`config.mk`:
```
export PLATFORM = sky130hd
export DESIGN_NAME = rrn_ctrl
export DESIGN_NICKNAME = d
export VERILOG_FILES = /design/src/sv/rrn_pkg.sv /design/src/sv/rrn_ctrl.sv
export SDC_FILE = /design/constraint.sdc
export NUM_CORES = 1
export LEC_CHECK = 0
export ABC_AREA = 1
export BUFFER_PORTS_ARGS = -buffer_cell sky130_fd_sc_hd__buf_2
export CELL_PAD_IN_SITES_DETAIL_PLACEMENT = 0
export CELL_PAD_IN_SITES_GLOBAL_PLACEMENT = 1
export CORE_AREA = 2 2 39 41
export CTS_CLUSTER_SIZE = 28
export DETAILED_ROUTE_END_ITERATION = 8
export DIE_AREA = 0 0 41 43
export PLACE_DENSITY_LB_ADDON = 0.08
export SLEW_MARGIN = 20
export SYNTH_ARGS = -nofsm -noshare
export SYNTH_HDL_FRONTEND = slang
export SYNTH_SLANG_ARGS = --single-unit
```
`constraint.sdc`:
```
create_clock -name clk_i -period 2.9 [get_ports clk_i]
set_input_delay 0.145 -clock clk_i [delete_from_list [all_inputs] [get_ports clk_i]]
set_output_delay 0.145 -clock clk_i [all_outputs]
set_load 0.005 [all_outputs]
```
`src/sv/rrn_pkg.sv`:
```
package rrn_pkg;

  typedef enum logic [1:0] {
    OP_TRAIN = 2'd0,
    OP_VOTE  = 2'd1,
    OP_FIT   = 2'd2,
    OP_APPLY = 2'd3
  } op_e;

  localparam int unsigned CfgW     = 48;
  localparam int unsigned CfgIdxW  = 2;
  localparam int unsigned CountW   = 24;
  localparam int unsigned SumW     = 48;
  localparam int unsigned TargetW  = 32;
  localparam int unsigned PosW     = 6;
  localparam int unsigned MinW     = 5;

  localparam logic [CfgIdxW-1:0] REG_TABLE    = 2'd0;
  localparam logic [CfgIdxW-1:0] REG_MIN_ZERO = 2'd1;
  localparam logic [CfgIdxW-1:0] REG_MIN_ONE  = 2'd2;

  localparam logic [CountW-1:0] COUNT_MAX = {CountW{1'b1}};
  localparam logic signed [SumW-1:0] SUM_MAX = {1'b0, {(SumW-1){1'b1}}};
  localparam logic signed [SumW-1:0] SUM_MIN = {1'b1, {(SumW-1){1'b0}}};

  // datapath commands
  typedef enum logic [2:0] {
    CMD_NONE   = 3'd0,
    CMD_READ   = 3'd1,
    CMD_UPDATE = 3'd2,
    CMD_WREAD  = 3'd3,
    CMD_DIV    = 3'd4,
    CMD_WWRITE = 3'd5
  } cmd_e;

  typedef struct packed {
    cmd_e cmd;
    logic load;
    logic clr_walk;
  } ctl_t;

  typedef struct packed {
    logic walk_last;
    logic div_done;
    logic walk_valid;
  } sts_t;

  function automatic logic signed [SumW-1:0] sat_add(
    input logic signed [SumW-1:0] a,
    input logic signed [SumW-1:0] b
  );
    logic signed [SumW:0] s;
    s = {a[SumW-1], a} + {b[SumW-1], b};
    if (s[SumW] != s[SumW-1]) return s[SumW] ? SUM_MIN : SUM_MAX;
    return s[SumW-1:0];
  endfunction

endpackage

```
`src/sv/rrn_ctrl.sv`:
```
module rrn_ctrl (
  input  logic clk_i,
  input  logic rst_ni,
  input  logic in_valid_i,
  output logic in_ready_o,
  input  logic [1:0] op_i,
  output logic out_valid_o,
  input  logic out_ready_i,
  output rrn_pkg::ctl_t ctl_o,
  input  rrn_pkg::sts_t sts_i
);
  localparam logic [2:0] S_IDLE = 3'd0;
  localparam logic [2:0] S_RMW  = 3'd1;
  localparam logic [2:0] S_WRD  = 3'd2;
  localparam logic [2:0] S_WDIV = 3'd3;
  localparam logic [2:0] S_WWR  = 3'd4;
  localparam logic [2:0] S_RES  = 3'd5;

  logic [2:0] state_q, state_d;
  logic accept;

  assign in_ready_o = (state_q == S_IDLE);
  assign accept = in_valid_i && in_ready_o;
  assign out_valid_o = (state_q == S_RES);

  always_comb begin
    state_d = state_q;
    ctl_o = '{cmd: rrn_pkg::CMD_NONE, load: 1'b0, clr_walk: 1'b0};
    unique case (state_q)
      S_IDLE: begin
        if (accept) begin
          ctl_o.load = 1'b1;
          ctl_o.clr_walk = 1'b1;
          state_d = (op_i == rrn_pkg::OP_APPLY) ? S_WRD : S_RMW;
        end
      end
      S_RMW: begin
        ctl_o.cmd = rrn_pkg::CMD_READ;
        state_d = S_RES;
      end
      S_WRD: begin
        ctl_o.cmd = rrn_pkg::CMD_WREAD;
        if (sts_i.walk_valid) state_d = S_WDIV;
        else if (sts_i.walk_last) state_d = S_RES;
      end
      S_WDIV: begin
        ctl_o.cmd = rrn_pkg::CMD_DIV;
        if (sts_i.div_done) begin
          ctl_o.cmd = rrn_pkg::CMD_WWRITE;
          state_d = sts_i.walk_last ? S_RES : S_WRD;
        end
      end
      S_WWR: state_d = S_RES;
      S_RES: begin
        if (out_ready_i) begin
          ctl_o.cmd = rrn_pkg::CMD_UPDATE;
          state_d = S_IDLE;
        end
      end
      default: state_d = S_IDLE;
    endcase
  end

  always_ff @(posedge clk_i or negedge rst_ni) begin
    if (!rst_ni) state_q <= S_IDLE;
    else state_q <= state_d;
  end
endmodule

```
==> tab_implementation.tex, run 1 <==
\begin{tabular}{lr}
\hline
Metric & Value \\
\hline
\multicolumn{2}{l}{\textbf{STA}} \\
Maximum clock frequency & 669 MHz \\
Worst Hold Slack & 0.196 ns \\
Fin Setup TNS & 0 ns \\
Tmin final & 1.49 ns \\
Post-route clock skew & $\sim$0.0015 ns \\
Final-report max-slew violation count & 0 \\
Worst setup margin & 1.41 ns \\
Slew margin rel. & 0.756 \\
Transition at the pin with the smallest max-transition slack & approximately 0.37 ns \\
Total of endpoints with negative setup slack in the final report & 0 \\
Final critical-path share of the clock period & 0.515 \\
Unrepaired setup endpoints after global routing & false \\
Fin. Hold Viols & 0 \\
\multicolumn{2}{l}{\textbf{Worst setup path}} \\
CP max stage cell & dfrtp\_1 \\
Kind of cell adding the most delay to the critical path & flip-flops \\
Register-to-register path setup slack & around 1.7 ns \\
Slowest cell delay on critical path & 0.50 ns \\
Capturing element type of the critical path & output pin \\
Worst reg2reg endpoint & state\_q[0]\$\_DFFE\_PN0P\_ \\
Crit-path max FO & 9 \\
Critical Path Start Type & flip-flop \\
Category of the critical setup timing path & reg2out \\
Critical R2R Launch & state\_q[0]\$\_DFFE\_PN0P\_ \\
Data required time of the critical path & roughly 2.8 ns \\
Path depth of the worst reg2reg path & 7 \\
CP Cell Sequence & nor2\_4 -> inv\_1 -> nor3\_1 -> buf\_2 \\
CP arrival & 1.35 ns \\
Buf+Inv Stages, Crit Path & 2 \\
\multicolumn{2}{l}{\textbf{Floorplanning}} \\
Starting density of the core & 0.269 \\
Die Span Y & 43 um \\
Die area & $\sim$1800 sq um \\
Width of the die & 41 um \\
Boundary Pins & 16 \\
FP Rows & 14 \\
Std-Cell Core Area & between 1000 and 1500 sq um \\
\multicolumn{2}{l}{\textbf{Clock tree}} \\
Number of gates given a new drive strength after cts & 0 \\
Root buf cell & clkbuf\_4 \\
Deepest clock path buffer count & 2 \\
CTS tree & done \\
Sink Count & 3 \\
H-tree depth & 1 \\
Number of buffers inserted during clock tree synthesis & 3 \\
Clock transition at path regs & 0.03 ns \\
Clock insertion delay at the later pin of the skew report & 0.22 ns \\
\multicolumn{2}{l}{\textbf{Global route}} \\
Most congested layer reported by global routing & met1 \\
Antenna violations before repair & 0 \\
Pin count of the biggest net entering global routing & 10 \\
Via count of the first global-routing pass & 352 \\
Global route total overflow & 0 \\
Global-route usage over all layers & 0.123 \\
Met2 track utilization from global routing & 0.166 \\
Met3 usage in global routing & 0.0314 \\
Met1 Track Usage GR & 0.194 \\
Global-route wire length before repair & 1500 um \\
\multicolumn{2}{l}{\textbf{Power}} \\
Worst IR drop on VDD & 0.259 mV \\
P\_leak & about 0.28 nW \\
Power density over the cells & 1040 nW/um\^{}2 \\
Design Power & around 510 uW \\
\multicolumn{2}{l}{\textbf{Min path}} \\
Worst min-delay path category & in2reg \\
Hold Startpoint & out\_ready\_i \\
End point of the worst hold path & state\_q[2]\$\_DFFE\_PN0P\_ \\
Depth of the worst hold-timing path & 4 \\
\multicolumn{2}{l}{\textbf{Layout}} \\
Final instance area & 490 sq um \\
Largest registers in the final layout & state\_q x3 \\
Layout Nets & 88 \\
Antenna Cells & 0 \\
Layout-stage area growth over the synthesis result & 32.0\% \\
Final std cells w/o fill & 94 \\
Layout cells sized above 1 & 0.397 \\
Commonest cells after routing, fill and taps aside & nand2\_1, buf\_2, inv\_1, nand3\_1 \\
Reg with most FFs & state\_q \\
Flip-flop count of the largest register, all copies and words added & 3 \\
Utilization after layout & 0.354 \\
\multicolumn{2}{l}{\textbf{Flow run}} \\
Max-cap violation count & 0 \\
\multicolumn{2}{l}{\textbf{Placement}} \\
Post-detailed-placement half-perimeter wirelength & 748 um \\
Cell area after placement & 454 sq um \\
Quantity of I/O buffers inserted on ports & 15 \\
Worst setup slack after placement & 1.64 ns \\
Final weighted congestion in routability-driven placement & 0.768 \\
\# placed instances & around 90 \\
\multicolumn{2}{l}{\textbf{Synthesis}} \\
Number of flip-flops and latches in the synthesized netlist & 3 \\
Cell area after synthesis & $\sim$370 sq um \\
Sequential element share of the synthesized area & 0.202 \\
Post-synthesis simple-gate area fraction & 0.606 \\
Multiplexer fraction of the synthesized cell area & 0 \\
Combinational family with the most area after synthesis & simple AND/OR/NAND/NOR gates \\
Fraction of the mapped netlist area in adder cells & 0 \\
Average footprint of a synthesized cell & 6.19 sq um \\
Compound-Gate Fraction of Synth Area & 0.0471 \\
Synthesized instance count & 60 \\
Number of distinct library cells after synthesis & 18 \\
Count of yosys warnings during synthesis & 0 \\
Syn nets & 69 \\
Parity-gate share of the synthesized area counting xor and xnor cells & 0 \\
\multicolumn{2}{l}{\textbf{Status}} \\
Status & complete, no violations \\
\multicolumn{2}{l}{\textbf{Route}} \\
Number of detailed-route iterations in the first pass & 4 \\
Sum of routed wire length over all layers & 926 um \\
Number of vias in the routed layout & 409 \\
Post-DRT Antenna Nets & 0 \\
DR vias/cell & 4.35 \\
Number of remaining DRC errors & 0 \\
Number of DRC violations after detailed-routing iteration 0 & 16 \\
Wire per inst & 9.85 um \\
\hline
\end{tabular}
==> cell type report <==
class | count | area [sq um]
Multi-Input combinational cell | 44 | 243
Timing Repair Buffer | 16 | 85.1
Fill cell | 152 | 893
Sequential cell | 3 | 75.1
Inverter | 11 | 41.3
Tap cell | 16 | 20.0
Clock buffer | 4 | 26.3
==> metal layers <==
metal	up-vias	wire length, um	part of all wire
met5	-	0	0
li1	226	-	-
met1	167	463	0.50
met2	16	400	0.43
met4	0	0	0
met3	0	62	0.067
==> worst max-delay path by stage <==
stage / slack, ns / start / depth (start not counted) / to
CTS: 1.40 / state_q[0]$_DFFE_PN0P_ / 4 / ctl_o[1]
global route: 1.27 / state_q[0]$_DFFE_PN0P_ / 4 / ctl_o[0]
global placement: 1.62 / state_q[0]$_DFFE_PN0P_ / 4 / ctl_o[1]
finish: 1.41 / state_q[0]$_DFFE_PN0P_ / 4 / ctl_o[1]
detailed placement: 1.64 / state_q[0]$_DFFE_PN0P_ / 4 / ctl_o[1]
floorplan: 1.65 / state_q[0]$_DFFE_PN0P_ / 5 / ctl_o[1]
==> worst reg2reg max path, cell delays in order (launching register included) <==
cell,delay [ns]
dfrtp_1,0.55
inv_1,0.15
nand2_2,0.12
nand2_1,0.05
inv_1,0.06
nand3_2,0.06
nand2_1,0.07
nand2_1,0.05
==> Yosys cell counts <==
cell      instances  area share
o211ai_1          1       0.020
nand2_1          15        0.15
nor2_2            2       0.034
nand3_2           5        0.13
nor2_4            2       0.061
inv_2             3       0.030
and3_1            1       0.017
nor2_1            5       0.051
buf_4             1       0.020
nor3_1            1       0.013
a21oi_1           1       0.013
o21ai_0           1       0.013
dfrtp_1           3        0.20
nand3_1           7       0.094
inv_1             8       0.081
buf_2             1       0.013
nand4_1           2       0.034
nand2_2           1       0.017
==> repair_timing <==
item / in CTS / in global routing
setup buffers: 0 / 0
hold endpoints to repair: 3 / 0
hold buffers: 1 / 0
==> power breakdown <==
part | internal [mW] | switching (mW) | total, mW
sequential | 0.0644 | 0.0610 | 0.125
clock | 0.0513 | 0.0178 | 0.0691
combinational | 0.130 | 0.188 | 0.317
==> kinds of logic after synthesis <==
logic type	Yosys count
buffers and inverters	13
AND/OR/NAND/NOR	41
flip-flops	3
AO/OA/AOI/OAI	3
Power figures use the tool's default switching activity.
==> run 2: changes to the inputs <==
CORE_AREA = 2 2 42 44   (was 2 2 39 41)
DIE_AREA = 0 0 44 46   (was 0 0 41 43)
clock period = 1.3 ns   (was 2.9 ns; I/O delays follow)
==> tab_implementation.tex, run 2 (synthesis gave the netlist of run 1 again) <==
\begin{tabular}{lr}
\hline
Metric & Value \\
\hline
\multicolumn{2}{l}{\textbf{Status}} \\
Status & complete, no violations \\
\multicolumn{2}{l}{\textbf{STA}} \\
Maximum clock frequency & between 800 and 900 MHz \\
Post-route clock skew & 0.00629 ns (+0.00483 ns) \\
Transition at the pin with the smallest max-transition slack & 0.213 ns (-0.153 ns) \\
Worst Hold Slack & 0.113 ns (-0.0830 ns) \\
Fin. Hold Viols & 0 (unchanged) \\
Total of endpoints with negative setup slack in the final report & 0 (unchanged) \\
Final critical-path share of the clock period & 0.935 \\
Fin Setup TNS & 0 ns (unchanged) \\
Tmin final & 1.22 ns \\
Final-report max-slew violation count & 0 (unchanged) \\
Unrepaired setup endpoints after global routing & true \\
Slew margin rel. & 0.857 (+0.101) \\
\multicolumn{2}{l}{\textbf{Route}} \\
DR vias/cell & 4.27 (-1.8\%) \\
Number of remaining DRC errors & 0 (unchanged) \\
Wire per inst & 9.90 um (+0.49\%) \\
Sum of routed wire length over all layers & 980 um (+5.8\%) \\
Number of DRC violations after detailed-routing iteration 0 & 11 (-5) \\
Number of vias in the routed layout & 423 (+3.4\%) \\
Number of detailed-route iterations in the first pass & 4 (unchanged) \\
Post-DRT Antenna Nets & 0 (unchanged) \\
\multicolumn{2}{l}{\textbf{Global route}} \\
Pin count of the biggest net entering global routing & 10 (unchanged) \\
Via count of the first global-routing pass & 392 (+11\%) \\
Global-route wire length before repair & 1600 um (+6.9\%) \\
Global-route usage over all layers & 0.110 (-0.0124) \\
Global route total overflow & 0 (unchanged) \\
Antenna violations before repair & 0 (unchanged) \\
\multicolumn{2}{l}{\textbf{Layout}} \\
Reg with most FFs & state\_q \\
Layout-stage area growth over the synthesis result & 42.8\% \\
Final std cells w/o fill & 99 (+5.3\%) \\
Utilization after layout & 0.329 (-0.0257) \\
Largest registers in the final layout & state\_q x3 \\
Layout cells sized above 1 & 0.476 (+0.0782) \\
Antenna Cells & 0 (unchanged) \\
Flip-flop count of the largest register, all copies and words added & 3 (unchanged) \\
Commonest cells after routing, fill and taps aside & nand2\_1, buf\_2, inv\_1, nand3\_1 \\
Layout Nets & 92 (+4.5\%) \\
Fillers & 184 (+21\%) \\
\multicolumn{2}{l}{\textbf{Power}} \\
P\_leak & 0.303 nW (+6.5\%) \\
Design Power & 1.26 mW (+150\%) \\
Power density over the cells & 2370 nW/um\^{}2 (+130\%) \\
Worst IR drop on VDD & 1.11 mV (+330\%) \\
\multicolumn{2}{l}{\textbf{Flow run}} \\
Max-cap violation count & 0 (unchanged) \\
\multicolumn{2}{l}{\textbf{Worst setup path}} \\
Crit-path max FO & 6 (-3) \\
CP max stage cell & dfrtp\_2 \\
Kind of cell adding the most delay to the critical path & flip-flops \\
Buf+Inv Stages, Crit Path & 2 (unchanged) \\
Critical Path Start Type & flip-flop \\
CP Cell Sequence & buf\_4 -> nand3\_1 -> and3\_1 -> buf\_2 \\
Data required time of the critical path & 1.24 ns (-1.52 ns) \\
Slowest cell delay on critical path & 0.45 ns (-0.05 ns) \\
Category of the critical setup timing path & reg2out \\
Capturing element type of the critical path & output pin \\
CP arrival & 1.15 ns (-0.20 ns) \\
\multicolumn{2}{l}{\textbf{Floorplanning}} \\
Boundary Pins & 16 (unchanged) \\
Die Span Y & 46 um (+7.0\%) \\
Std-Cell Core Area & 1610 sq um (+17\%) \\
Starting density of the core & 0.230 (-0.0383) \\
Die area & 2020 sq um (+15\%) \\
Width of the die & 44 um (+7.3\%) \\
FP Rows & 15 (+1) \\
\multicolumn{2}{l}{\textbf{Clock tree}} \\
Sink Count & 3 (unchanged) \\
Deepest clock path buffer count & 2 (unchanged) \\
CTS tree & done \\
H-tree depth & 1 (unchanged) \\
Number of buffers inserted during clock tree synthesis & 3 (unchanged) \\
Clock transition at path regs & 0.04 ns (about the same) \\
Root buf cell & clkbuf\_4 \\
Clock insertion delay at the later pin of the skew report & 0.23 ns (about the same) \\
\multicolumn{2}{l}{\textbf{Placement}} \\
Post-detailed-placement half-perimeter wirelength & 784 um (+4.9\%) \\
\# placed instances & 90 (+1.1\%) \\
Final weighted congestion in routability-driven placement & 0.707 (-7.9\%) \\
Quantity of I/O buffers inserted on ports & 15 (unchanged) \\
\multicolumn{2}{l}{\textbf{Min path}} \\
Worst min-delay path category & in2reg \\
\hline
\end{tabular}
[run 2: power breakdown]
group          switching (mW)  internal, mW
Clock                  0.0454         0.115
Sequential              0.125         0.155
Combinational           0.448         0.370
Total                   0.619         0.640
[run 2: layout make-up]
class | instances | area, sq um | share of cell area
timing repair buffer | 20 | 115 | 0.217
tap | 17 | 21.3 | 0.0401
inverter | 11 | 41.3 | 0.0778
sequential | 3 | 78.8 | 0.149
multi-input combinational | 44 | 248 | 0.467
clock buffer | 4 | 26.3 | 0.0495
[run 2: layer usage]
layer | vias to the layer above | global-route usage | part of all wire
met5 | - | 0 | 0
met2 | 9 | 0.185 | 0.48
li1 | 235 | - | -
met1 | 179 | 0.130 | 0.48
met4 | 0 | 0.0364 | 0
met3 | 0 | 0.0397 | 0.044
[run 2: what timing repair did]
item	in CTS	in global routing
hold buffers	1	0
pin swaps	1	0
setup endpoints to repair	5	4
endpoints found under the hold margin	3	0
buffers inserted	1	3
gates resized for setup	2	3
[run 2: stage by stage]
stage / setup WS (ns) / instance area [sq um]
final: 0.0845 / 531
after global routing: -0.00657 / 531
after CTS: 0.0141 / 502
after detailed placement: 0.0883 / 455
after global placement: 0.0649 / 455
after floorplan: 0.126 / 372
[run 2: tightest hold or removal path: stages]
cell and delay, ns:
buf_2 0.09, nor2_2 0.04, inv_2 0.04, a21oi_1 0.06
[run 2: final timing paths]
path / start / to / slack, ns / depth (start not counted)
worst max-delay path: state_q[1]$_DFFE_PN0P_ / ctl_o[2] / 0.08 / 4
worst min-delay path: out_ready_i / state_q[2]$_DFFE_PN0P_ / 0.11 / 4
worst max register to register: state_q[0]$_DFFE_PN0P_ / state_q[1]$_DFFE_PN0P_ / 0.15 / 8
worst min register to register: state_q[1]$_DFFE_PN0P_ / state_q[1]$_DFFE_PN0P_ / 0.59 / 2
max in group asynchronous: rst_ni / state_q[1]$_DFFE_PN0P_ / 1.01 / 2
min in group asynchronous: rst_ni / state_q[2]$_DFFE_PN0P_ / 0.16 / 2
